## src/hdl/tfn_pkg.sv

```systemverilog
package tfn_pkg;

  // Input and edge widths
  localparam int COORD_W   = 24;
  localparam int EDGE_W    = COORD_W + 1;
  localparam int PROD_W    = 2 * EDGE_W;
  localparam int NRM_W     = PROD_W + 1;
  localparam int MAG_W     = PROD_W;

  // Leading-one search over the largest magnitude, in groups of eight bits
  localparam int GRP_W     = 8;
  localparam int GRP_N     = (MAG_W + GRP_W - 1) / GRP_W;
  localparam int POS_W     = 3;
  localparam int LEAD_W    = 6;

  // Normalized magnitudes and their square sum
  localparam int NORM_TOP  = 29;
  localparam int U_W       = NORM_TOP + 1;
  localparam int SQ_W      = 2 * U_W;
  localparam int S_W       = SQ_W + 2;

  // Square root chain: one root bit per cell
  localparam int ROOT_W    = S_W / 2;
  localparam int SQ_CELLS  = ROOT_W;
  localparam int REM_W     = ROOT_W + 2;

  // Divider chain: one quotient bit per cell
  localparam int Q_W       = 16;
  localparam int DEN_W     = ROOT_W + 1;
  localparam int DVD_W     = U_W + Q_W + 1;
  localparam int DIV_CELLS = Q_W;

  localparam int OUT_W     = 16;
  localparam logic [Q_W-1:0] Q15_MAX = 16'h7fff;

  typedef struct packed {
    logic signed [COORD_W-1:0] a_x;
    logic signed [COORD_W-1:0] a_y;
    logic signed [COORD_W-1:0] a_z;
    logic signed [COORD_W-1:0] b_x;
    logic signed [COORD_W-1:0] b_y;
    logic signed [COORD_W-1:0] b_z;
    logic signed [COORD_W-1:0] c_x;
    logic signed [COORD_W-1:0] c_y;
    logic signed [COORD_W-1:0] c_z;
  } tri_t;

  // Side data that rides along the square root chain
  typedef struct packed {
    logic [2:0]          neg;
    logic                degen;
    logic [2:0][U_W-1:0] u;
  } carry_t;

  typedef struct packed {
    logic [S_W-1:0]    s;
    logic [REM_W-1:0]  rem;
    logic [ROOT_W-1:0] root;
  } sqrt_t;

  typedef struct packed {
    logic [2:0]            neg;
    logic                  degen;
    logic [DEN_W-1:0]      den;
    logic [2:0][REM_W-1:0] rem;
    logic [2:0][Q_W-1:0]   x;
  } div_t;

  typedef struct packed {
    logic signed [OUT_W-1:0] nx;
    logic signed [OUT_W-1:0] ny;
    logic signed [OUT_W-1:0] nz;
    logic                    degen;
  } res_t;

endpackage

```

## src/hdl/tfn_sqrt_cell.sv

```systemverilog
module tfn_sqrt_cell (
  input  logic            clk_i,
  input  logic            rst_ni,
  input  logic            en_i,
  input  logic            valid_i,
  input  tfn_pkg::sqrt_t  sqrt_i,
  input  tfn_pkg::carry_t carry_i,
  output logic            valid_o,
  output tfn_pkg::sqrt_t  sqrt_o,
  output tfn_pkg::carry_t carry_o
);

  logic                         valid_q;
  tfn_pkg::sqrt_t               sqrt_q;
  tfn_pkg::carry_t              carry_q;
  tfn_pkg::sqrt_t               sqrt_d;
  logic [tfn_pkg::REM_W-1:0]    rsh;
  logic [tfn_pkg::REM_W-1:0]    trial;
  logic                         ge;

  // Bring down two radicand bits and try the next root bit
  always_comb begin
    rsh    = {sqrt_i.rem[tfn_pkg::REM_W-3:0], sqrt_i.s[tfn_pkg::S_W-1 -: 2]};
    trial  = {sqrt_i.root, 2'b01};
    ge     = (rsh >= trial);
    sqrt_d.s    = {sqrt_i.s[tfn_pkg::S_W-3:0], 2'b00};
    sqrt_d.rem  = ge ? (rsh - trial) : rsh;
    sqrt_d.root = {sqrt_i.root[tfn_pkg::ROOT_W-2:0], ge};
  end

  always_ff @(posedge clk_i or negedge rst_ni) begin
    if (!rst_ni) begin
      valid_q <= 1'b0;
    end else if (en_i) begin
      valid_q <= valid_i;
    end
  end

  always_ff @(posedge clk_i) begin
    if (en_i) begin
      sqrt_q  <= sqrt_d;
      carry_q <= carry_i;
    end
  end

  assign valid_o = valid_q;
  assign sqrt_o  = sqrt_q;
  assign carry_o = carry_q;

endmodule

```

## config.mk

```make
export PLATFORM = sky130hd
export DESIGN_NAME = tfn_sqrt_cell
export DESIGN_NICKNAME = d
export VERILOG_FILES = /design/src/hdl/tfn_pkg.sv /design/src/hdl/tfn_sqrt_cell.sv
export SDC_FILE = /design/constraint.sdc
export NUM_CORES = 1
export LEC_CHECK = 0
export BUFFER_PORTS_ARGS = -buffer_cell sky130_fd_sc_hd__buf_4
export CAP_MARGIN = 25
export CORE_MARGIN = 8
export CORE_UTILIZATION = 30
export CTS_CLUSTER_SIZE = 16
export DETAILED_ROUTE_END_ITERATION = 7
export PLACE_DENSITY_LB_ADDON = 0.15
export SLEW_MARGIN = 0
export SYNTH_ARGS = -nofsm -noshare
export SYNTH_HDL_FRONTEND = slang
export SYNTH_SLANG_ARGS = --single-unit
export TNS_END_PERCENT = 10
```

## constraint.sdc

```tcl
create_clock -name clk_i -period 0.8 [get_ports clk_i]
set_input_delay 0.04 -clock clk_i [delete_from_list [all_inputs] [get_ports clk_i]]
set_output_delay 0.04 -clock clk_i [all_outputs]
set_load 0.02 [all_outputs]
```

==> flow_summary.ini <==
[floorplan]
core-area_sq_mm = 0.0297
initial_core_util_pct = 30.6
rows = 63
ios = 445
fp.dieW_um = 190
die-area_sq_mm = 0.0361
die_y_um = 190

[timing]
hold_violations = 0
rsz0062_at_grt = yes
max_freq_ghz = 0.480
drv_slew = 0
setup_tns_ns = -108.09
setup_viol_count_final = 253
fin_ws_ns = -1.29
skew_ns = 0
fin_crit_ns = 2.09
post-route-period-util_pct = 261

[placed_design]
gp_congestion = 0.828
dpl_worst_slack_ns = -1.95
portBuffers = 440
place_area_sq_mm = 0.0141
placedCellCount = 1516
place.detailed.hpwl_um = 26800

[route]
viasPerCell = 4.48
drc_errors = 0
vias = 8103
dr.pass1.iters = 4
initialDrtViolationCount = 303
wire_per_inst_um = 20.8
wl_um = 37700
drtAntennaViolNets = 0

[yosys]
syn_avg_cell_area_sq_um = 16.1
yosysWarnings = 0
synth_edf_count = 218
ys.flop_type = edfxtp_1
seq_area_frac_synth_pct = 72.3
syn_inst = 566
synth-async-reset-ratio_pct = 0.457
syn_area_sq_mm = 0.00909
synth_cell_types = 55
yosys_register_bits = 219

[cells_and_area]
final_cell_mix = 353 x buf_4, 225 x buf_6, 220 x dlygate4sd3_1, 218 x edfxtp_1, 32 x inv_1
finalNetCount = 1650
fillers = 2254
fin_util_pct = 62.0
area_delta_synth_final_pct = 102
drive_gt1_share_pct = 50.1
final_area_sq_mm = 0.0184
layout_commonest_cell = buf_4
instances_no_fill = 1808

[run_status]
status = complete, but fails checks
violations = negative setup slack

[power_and_ir_drop]
vdd_drop_max_mv = 1.40
total_leakage_power_nw = 7.94
p_per_area_mw_per_mm2 = 1920

[worst_hold_path]
hold_depth = 3
hold_path.class = input pin to flop

[worst_setup_path]
reg2regPathDepth = 1
cp_max_fo = 8
critPathLaunchType = input pin
crit_chain = buf_8 -> inv_6 -> ha_4 -> nand2_4 -> o211ai_4 -> a31oi_4 -> o31a_4 -> o221ai_4 -> a221oi_4 -> o221ai_4 -> buf_6 -> clkbuf_16 -> mux2_4
criticalPathCategory = input pin to flop
cp.arrival_ns = 2.36
slowest_stage = o31a_4
cp-end-kind = flop
max_stage_delay_ns = 0.32
cp_common_cell = o221ai_4
cp_data_required_time_ns = 1.07

[clock_tree]
cts_buffers = 26
h-tree-depth = 1
clkSinkCount = 219
cts_tree = done
clockBufferDepth = 3
clkTransAtPathRegs_ns = 0.05
root_buffer = clkbuf_16
clkLatencyLatePin_ns = 0.53

[global_route]
antenna_found_initial = 4
grt_pass1_vias = 8870
grt_max_degree = 35
track_usage_pct = 19.5
grt_pass1_wl_um = 54200
grt_overflow_total = 0

[run]
maxCapViolCount = 0
cells in the mapped netlist, types with 2 or more instances:
library cell	number	area share, %
o21bai_1	2	0.17
nand2_1	29	1.2
nand3_1	7	0.39
clkbuf_1	10	0.41
o21a_1	7	0.58
a31oi_1	4	0.28
a21oi_1	34	1.9
a21o_1	11	0.91
xnor2_1	21	2.0
a221oi_1	2	0.19
mux2_4	25	4.1
and2_1	6	0.41
edfxtp_1	218	72
a22o_1	2	0.19
o211ai_1	3	0.25
mux2_2	6	0.74
buf_4	2	0.17
o311ai_0	2	0.19
a221o_1	2	0.22
and3_1	4	0.28
xor2_1	6	0.58
ha_1	33	4.5
nand2b_1	2	0.14
nor3_1	9	0.50
nand4_1	8	0.55
buf_6	4	0.50
o21ai_0	14	0.77
inv_1	42	1.7
mux2i_1	4	0.44
nor2_1	22	0.91
per-layer routing:
metal / global-route usage (%) / part of all wire [%] / wire length (um) / vias to the layer above
li1: - / - / - / 3817
met1: 19.4 / 34 / 12600 / 3899
met2: 37.3 / 55 / 20700 / 320
met3: 5.47 / 7.8 / 2940 / 67
met4: 7.76 / 3.8 / 1420 / 0
met5: 0 / 0 / 0 / -
worst max-delay path, delay by kind of cell:
family / cells / cell delay [ns]
fa+ha+maj: 1 / 0.29
compound gates: 6 / 1.21
buf+inv: 4 / 0.44
simple gates: 1 / 0.06
mux: 1 / 0.30
cell families (layout without fill, tap and decap cells):
group           count (synthesis)  in the layout  synth area share, %
xor+xnor                       27             27                 2.60
simple gates                   94             94                 4.93
buf+inv                        58            904                 2.81
mux                            35             35                 5.31
compound gates                 99             99                 7.53
flops                         219            219                 72.3
fa+ha+maj                      33             33                 4.54
other cells                     1              7               0.0412
through the flow:
stage | hold slack, ns | power (mW)
after CTS | -0.0151 | 35.4
after floorplan | -0.256 | 17.8
final | 0.0104 | 35.3
after global routing | 0.0204 | 36.7
after detailed placement | -0.183 | 22.0
after global placement | -0.184 | 21.9
final cells by class:
cell class                      count  area, sq um  area share, %
Antenna cell                        5         12.5         0.0679
Tap cell                          390          488           2.65
Clock buffer                       37          692           3.76
Inverter                           42          173          0.938
Clock inverter                     11          109          0.591
Timing Repair Buffer              814         7700           41.8
Sequential cell                   219         6570           35.7
Multi-Input combinational cell    290         2670           14.5
where the power goes:
| part | switching, mW | leakage (nW) | internal (mW) |
|---|---|---|---|
| clock network | 4.59 | 0.386 | 6.64 |
| logic | 4.26 | 5.40 | 5.43 |
| registers | 0.510 | 2.15 | 13.9 |
flip-flops by register name, indices dropped and copies added (netlist names):
| name | cells |
|---|---|
| valid_o | 1 |
| sqrt_o | 124 |
| carry_o | 94 |
repair_timing:
item                                    in CTS  in global routing
setup buffers                               11                  4
endpoints found under the hold margin      239                  0
resized for setup                          253                 27
hold buffers                               221                  0
endpoints found under the setup margin     253                274
pin swaps                                    2                 17
cloned                                       2                  1
final timing paths:
path                       startpoint         end  slack (ns)
max                         sqrt_i[2]  sqrt_o[47]       -1.29
min reg2reg                   valid_o     valid_o        0.55
min                              en_i     valid_o        0.01
min in group asynchronous      rst_ni     valid_o        0.40
max in group asynchronous      rst_ni     valid_o        0.29
max reg2reg                   valid_o     valid_o        0.03
Note: power is estimated with default switching activity, not from simulation.
