==> src/hdl/tfn_pkg.sv <==
package tfn_pkg;

  // Input and edge widths
  localparam int COORD_W   = 24;
  localparam int EDGE_W    = COORD_W + 1;
  localparam int PROD_W    = 2 * EDGE_W;
  localparam int NRM_W     = PROD_W + 1;
  localparam int MAG_W     = PROD_W;

  // Leading-one search over the largest magnitude, in groups of eight bits
  localparam int GRP_W     = 8;
  localparam int GRP_N     = (MAG_W + GRP_W - 1) / GRP_W;
  localparam int POS_W     = 3;
  localparam int LEAD_W    = 6;

  // Normalized magnitudes and their square sum
  localparam int NORM_TOP  = 29;
  localparam int U_W       = NORM_TOP + 1;
  localparam int SQ_W      = 2 * U_W;
  localparam int S_W       = SQ_W + 2;

  // Square root chain: one root bit per cell
  localparam int ROOT_W    = S_W / 2;
  localparam int SQ_CELLS  = ROOT_W;
  localparam int REM_W     = ROOT_W + 2;

  // Divider chain: one quotient bit per cell
  localparam int Q_W       = 16;
  localparam int DEN_W     = ROOT_W + 1;
  localparam int DVD_W     = U_W + Q_W + 1;
  localparam int DIV_CELLS = Q_W;

  localparam int OUT_W     = 16;
  localparam logic [Q_W-1:0] Q15_MAX = 16'h7fff;

  typedef struct packed {
    logic signed [COORD_W-1:0] a_x;
    logic signed [COORD_W-1:0] a_y;
    logic signed [COORD_W-1:0] a_z;
    logic signed [COORD_W-1:0] b_x;
    logic signed [COORD_W-1:0] b_y;
    logic signed [COORD_W-1:0] b_z;
    logic signed [COORD_W-1:0] c_x;
    logic signed [COORD_W-1:0] c_y;
    logic signed [COORD_W-1:0] c_z;
  } tri_t;

  // Side data that rides along the square root chain
  typedef struct packed {
    logic [2:0]          neg;
    logic                degen;
    logic [2:0][U_W-1:0] u;
  } carry_t;

  typedef struct packed {
    logic [S_W-1:0]    s;
    logic [REM_W-1:0]  rem;
    logic [ROOT_W-1:0] root;
  } sqrt_t;

  typedef struct packed {
    logic [2:0]            neg;
    logic                  degen;
    logic [DEN_W-1:0]      den;
    logic [2:0][REM_W-1:0] rem;
    logic [2:0][Q_W-1:0]   x;
  } div_t;

  typedef struct packed {
    logic signed [OUT_W-1:0] nx;
    logic signed [OUT_W-1:0] ny;
    logic signed [OUT_W-1:0] nz;
    logic                    degen;
  } res_t;

endpackage

==> src/hdl/tfn_div_cell.sv <==
module tfn_div_cell (
  input  logic          clk_i,
  input  logic          rst_ni,
  input  logic          en_i,
  input  logic          valid_i,
  input  tfn_pkg::div_t div_i,
  output logic          valid_o,
  output tfn_pkg::div_t div_o
);

  logic                           valid_q;
  tfn_pkg::div_t                  div_q;
  tfn_pkg::div_t                  div_d;
  logic [2:0][tfn_pkg::REM_W-1:0] rsh;
  logic [tfn_pkg::REM_W-1:0]      den;
  logic [2:0]                     ge;

  // Shift in one dividend bit per lane and subtract the divisor when it fits
  always_comb begin
    div_d = div_i;
    den   = tfn_pkg::REM_W'(div_i.den);
    for (int l = 0; l < 3; l++) begin
      rsh[l] = {div_i.rem[l][tfn_pkg::REM_W-2:0], div_i.x[l][tfn_pkg::Q_W-1]};
      ge[l]  = (rsh[l] >= den);
      div_d.rem[l] = ge[l] ? (rsh[l] - den) : rsh[l];
      div_d.x[l]   = {div_i.x[l][tfn_pkg::Q_W-2:0], ge[l]};
    end
  end

  always_ff @(posedge clk_i or negedge rst_ni) begin
    if (!rst_ni) begin
      valid_q <= 1'b0;
    end else if (en_i) begin
      valid_q <= valid_i;
    end
  end

  always_ff @(posedge clk_i) begin
    if (en_i) begin
      div_q <= div_d;
    end
  end

  assign valid_o = valid_q;
  assign div_o   = div_q;

endmodule
==> config.mk <==
export PLATFORM = sky130hd
export DESIGN_NAME = tfn_div_cell
export DESIGN_NICKNAME = d
export VERILOG_FILES = /design/src/hdl/tfn_pkg.sv /design/src/hdl/tfn_div_cell.sv
export SDC_FILE = /design/constraint.sdc
export NUM_CORES = 1
export LEC_CHECK = 0
export CAP_MARGIN = 10
export CORE_MARGIN = 4
export CORE_UTILIZATION = 65
export DETAILED_ROUTE_END_ITERATION = 8
export DONT_BUFFER_PORTS = 1
export PLACE_DENSITY = 0.81
export SLEW_MARGIN = 20
export SYNTH_ARGS = -nofsm -noshare
export SYNTH_HDL_FRONTEND = slang
export SYNTH_SLANG_ARGS = --single-unit
==> constraint.sdc <==
create_clock -name clk_i -period 1.15 [get_ports clk_i]
set_clock_uncertainty 0.2 [all_clocks]
set_input_delay 0.0575 -clock clk_i [delete_from_list [all_inputs] [get_ports clk_i]]
set_output_delay 0.0575 -clock clk_i [all_outputs]
set_load 0.01 [all_outputs]
==> summary.txt, run 1 <==
Outcome
  • Outcome: aborted with a tool error
  • Failed at: 4_1_cts
  • Tool Error: [ERROR DPL-0038] Utilization greater than 100%, impossible to legalize

CTS
  • Post-CTS setup buffer count: 43
  • Clock buffer depth: 2
  • # resized after CTS: 252
  • Cts bufs inserted: 17
  • Clock root buffer: clkbuf_16
  • Total clock sinks: 184
  • H-tree levels: 4
  • Hold Buf Count CTS: 164

Synth
  • Syn Inst Count: 1,132
  • Fraction of registers with async set/reset: 0.5435%
  • Seq/Total Area, Yosys: 46.92%
  • Area of the mapped netlist: 11,770 µm²
  • Syn Nets: 1,418
  • Predominant post-synthesis flop cell: edfxtp_1
  • Unique masters post-synth: 68
  • FF+latch count, synth: 184
  • Avg Cell Area, Syn: 10.39 µm²
  • EDFF count, synth: 183
  • Syn. warnings: 0

Place
  • Placer Congestion: 0.9629
  • Placed instance count: 1,660
  • Post-DP HPWL: 33.73 mm
  • I/O Buffers: 0
  • DP Worst Slack: -2.297 ns

Floorplan
  • Die span in y: 142.5 µm
  • Initial Util: 67.09%
  • FP Rows: 48
  • Die width: 142.5 µm
  • IO Pins: 371
-- logic make-up after synthesis --
family	Yosys count	synth area share, %
flip-flops	184	46.92
AO/OA/AOI/OAI	355	18.93
XOR/XNOR	73	5.434
buffers and inverters	101	3.392
adder cells (fa/ha/maj)	99	10.72
multiplexers	28	2.648
AND/OR/NAND/NOR	292	11.95
-- synthesized netlist by cell type (3+ instances only) --
library cell  count  area [µm²]
xnor2_1          37       324.1
or2_2             7       43.79
nor4_1            5       31.28
nor3_1           17       85.08
mux2i_1           3       30.03
a211o_1           3       26.28
nor2b_1          13       81.33
o21bai_1         14       105.1
and3_1           11       68.82
inv_1            68       255.2
o21ai_0          92       460.4
nand3_1          13       65.06
a21boi_0          3       22.52
a211oi_1          9       67.56
a41oi_1           3       26.28
fa_1              3       60.06
nand2b_1          8       50.05
o21ai_1           3       15.01
a31oi_1          15       93.84
clkbuf_1         23       86.33
buf_2             7       35.03
nor3b_1           5       37.54
or3_1             4       25.02
nand2_1         106       397.9
o211ai_1          5       37.54
or4_1             4       30.03
o2111ai_1         4       35.03
edfxtp_1        183        5495
ha_1             96        1201
o21a_1           12       90.09
o31ai_1          10       75.07
mux2_2           24       270.3
and2_1            4       25.02
nand4_1          21       131.4
a21oi_1         100       500.5
xor2_1           36       315.3
a21o_1           57       427.9
a221oi_1          3       26.28
nor2_1           64       240.2
-- stage by stage --
step,instance area (µm²),utilization [%],hold WS [ns]
after detailed placement,15050,85.84,-0.4381
after floorplan,12430,-,-0.4381
after global placement,15050,85.84,-0.4381
==> run 2: changes to the inputs <==
CORE_UTILIZATION = 40   (was 65)
PLACE_DENSITY = unset   (was 0.81)
PLACE_DENSITY_LB_ADDON = 0.15   (was unset)
==> run 2 against run 1 <==
The flow now finishes, with violations (negative hold slack, negative setup slack); area after synthesis did not move; synthesized cell count did not move.
==> summary.txt, run 2 <==
Floorplan
  • Die area: 32,220 µm²
  • Die span in y: 179.5 µm (+26%)
  • Initial Util: 40.77% (-26 points)
  • FP Rows: 62 (+29%)
  • Die width: 179.5 µm (+26%)
  • Core Region: 28,860 µm²
  • IO Pins: 371 (unchanged)

Synth
  • Area leader, netlist: edfxtp_1
  • Synth top cells by count: 183 x edfxtp_1, 106 x nand2_1, 100 x a21oi_1
  • Predominant post-synthesis flop cell: edfxtp_1
  • EDFF count, synth: 183 (unchanged)
  • Fraction of registers with async set/reset: 0.5435% (unchanged)
  • Seq/Total Area, Yosys: 46.92% (unchanged)
  • Count leader, synth: edfxtp_1
  • Avg Cell Area, Syn: 10.39 µm² (unchanged)
  • Unique masters post-synth: 68 (unchanged)
  • Most area-consuming cells after synthesis: edfxtp_1 47%, ha_1 10%, a21oi_1 4.3%
  • Area of the mapped netlist: 11,770 µm² (unchanged)
  • Syn Nets: 1,418 (unchanged)
  • Syn. warnings: 0 (unchanged)
  • Syn Inst Count: 1,132 (unchanged)
  • FF+latch count, synth: 184 (unchanged)
  • Synth top area share: 46.71% (unchanged)

Route
  • WL final: 43.83 mm
  • Number of vias per cell: 5.341
  • Max Used Layer: met4
  • Pre-Repair DR Iteration Count: 5
  • Metal3 WL: 3.026 mm
  • Routed via count: 10,975
  • # DRC: 0
  • Avg WL per Cell: 21.33 µm
  • Wl on met1: 17.83 mm
  • Iter 0 DRT Violations: 705
  • WL met2: 21.33 mm
  • Antenna Nets Post-Route: 0

CTS
  • Clock buffer depth: 2 (unchanged)
  • Clock root buffer: clkbuf_16
  • Clk pin slew, worst setup/hold paths: 0.08 ns
  • Total clock sinks: 184 (unchanged)
  • CTS tree: done
  • H-tree levels: 4 (unchanged)
  • Latest clock arrival within the worst-skew pair: 0.44 ns
  • Cts bufs inserted: 17 (unchanged)

Timing
  • Worst-Margin Slew: 0.6914 ns
  • Slew headroom: 53.91%
  • Final period util: 241.0%
  • Finish-stage setup viols: 133
  • Slew Limit Fails: 0
  • Max Freq: 360.8 MHz
  • Final Hold Fails: 167
  • Minimum clock period: 2.771 ns
  • Hold_ws: -0.4947 ns
  • Final WS setup: -1.621 ns
  • Unrepaired setup endpoints after global routing: yes

Final layout
  • Final Core Density: 66.12%
  • Max reg flops: 183
  • Layout cell share with drive strength beyond 1: 40.56%
  • Area Growth Syn to Fin: 62.19%
  • Fill cell count: 2,213
  • Most frequent cells in the layout: 322 x buf_4, 183 x edfxtp_1, 159 x dlygate4sd3_1
  • Most common cell after layout, fill and taps aside: buf_4
  • Fin area: 19,080 µm²
  • Final #Nets: 1,942

Global route
  • All-Layer GR Usage: 25.81%
  • Initial antenna violation count: 1
  • GR Overflow Total: 0
  • Vias in the first global route: 11,007
  • First-pass GRT wire length: 64.60 mm
  • Pin count of the biggest net entering global routing: 185

Run
  • Max Cap Viol: 0

Worst setup path
  • Crit Path Class: input port to flip-flop
  • Crit path capture type: flip-flop
  • Critical Path Start Type: input port
  • Cell breakdown of the critical path: clkinvlp_4 -> ha_4 -> a211oi_4 -> nor3_4 -> and4bb_2 -> o21ai_4 -> a2111oi_4 -> or4_4 -> a31oi_4 -> buf_4 -> buf_4 -> or4b_4 -> a31oi_4 -> a21o_1
  • Critical-path top delay cell: or4b_4
  • Critical path required time: 1.27 ns
  • Crit-path max cell delay: 0.49 ns
  • Crit-path max FO: 5
  • Crit path DAT: 2.89 ns
  • R2R Setup Slk: 0.15 ns

Min path
  • Worst min path class: input port to flip-flop

Pwr
  • Peak VDD IR: 1093 µV
  • Power density cells: 1210 nW/µm²
  • Leakage: 8.112 nW
  • Total power: 0.02309 W

Place
  • I/O Buffers: 0 (unchanged)
  • Placer Congestion: 0.9172 (-4.7%)
  • DP Area: 15,210 µm² (+1.0%)
  • Post-DP HPWL: 31.32 mm (-7.2%)

Outcome
  • Failing checks: negative hold slack, negative setup slack
  • Outcome: finished, violations left
-- run 2: cell counts after synthesis --
No cell type changed its count.
-- run 2: area by class of cell --
cell class	instances	area, µm²	share of cell area, %
Clock inverter	15	160.2	0.8393
Clock buffer	17	425.4	2.229
Multi-Input combinational cell	847	7293	38.22
Inverter	69	342.8	1.797
Timing Repair Buffer	537	4855	25.44
Antenna cell	2	5.005	0.02623
Tap cell	384	480.5	2.518
Sequential cell	184	5520	28.93
-- run 2: kinds of logic (layout without fill, tap and decap cells) --
family                   Yosys count  in the layout  share of synthesized area [%]
flip-flops                       184            184                          46.92
adder cells (fa/ha/maj)           99             99                          10.72
XOR/XNOR                          73             73                          5.434
AND/OR/NAND/NOR                  292            292                          11.95
other                              0              2                              0
AO/OA/AOI/OAI                    355            355                          18.93
multiplexers                      28             28                          2.648
buffers and inverters            101            638                          3.392
-- run 2: per-layer routing --
layer,up-vias,GRT usage (%)
li1,5311,-
met1,5184,31.04
met2,408,43.37
met3,72,7.498
met4,0,10.97
met5,-,0
-- run 2: final timing paths --
| kind | startpoint | end | depth (start not counted) |
|---|---|---|---|
| worst min-delay path | div_i[149] | div_o[149]$_DFFE_PP_ | 0 |
| worst min register to register | valid_o$_DFFE_PN0P_ | valid_o$_DFFE_PN0P_ | 1 |
| min in group asynchronous | rst_ni | valid_o$_DFFE_PN0P_ | 2 |
| worst max-delay path | div_i[154] | div_o[76]$_DFFE_PP_ | 14 |
| worst max register to register | valid_o$_DFFE_PN0P_ | valid_o$_DFFE_PN0P_ | 1 |
| max in group asynchronous | rst_ni | valid_o$_DFFE_PN0P_ | 2 |
-- run 2: stage by stage --
stage	TNS (ns)	setup WS, ns	instances
floorplan	-162.32	-2.079	1132
global placement	-197.68	-2.196	1813
detailed placement	-200.27	-2.282	1813
CTS	-148.14	-1.610	2031
global route	-156.34	-1.707	2054
finish	-146.17	-1.621	2055
-- run 2: report_power, final --
group / switching (W) / internal [W] / leakage (nW)
sequential: 0.000850 / 0.00849 / 1.80
combinational: 0.00350 / 0.00422 / 6.03
clock: 0.00296 / 0.00308 / 0.281
-- run 2: repair_timing --
action	4_1_cts	5_1_grt
gates cloned	13	0
gates resized for setup	172	125
buffers inserted	38	14
endpoints found under the setup margin	228	269
pin swaps	68	55
hold buffers	138	22
endpoints found under the hold margin	365	233
-- run 2: worst max-delay path, delay by kind of cell --
family	cells	cell delay [ns]
AO/OA/AOI/OAI	6	1.03
AND/OR/NAND/NOR	4	1.14
adder cells (fa/ha/maj)	1	0.26
buffers and inverters	3	0.39
Power figures use the tool's default switching activity.
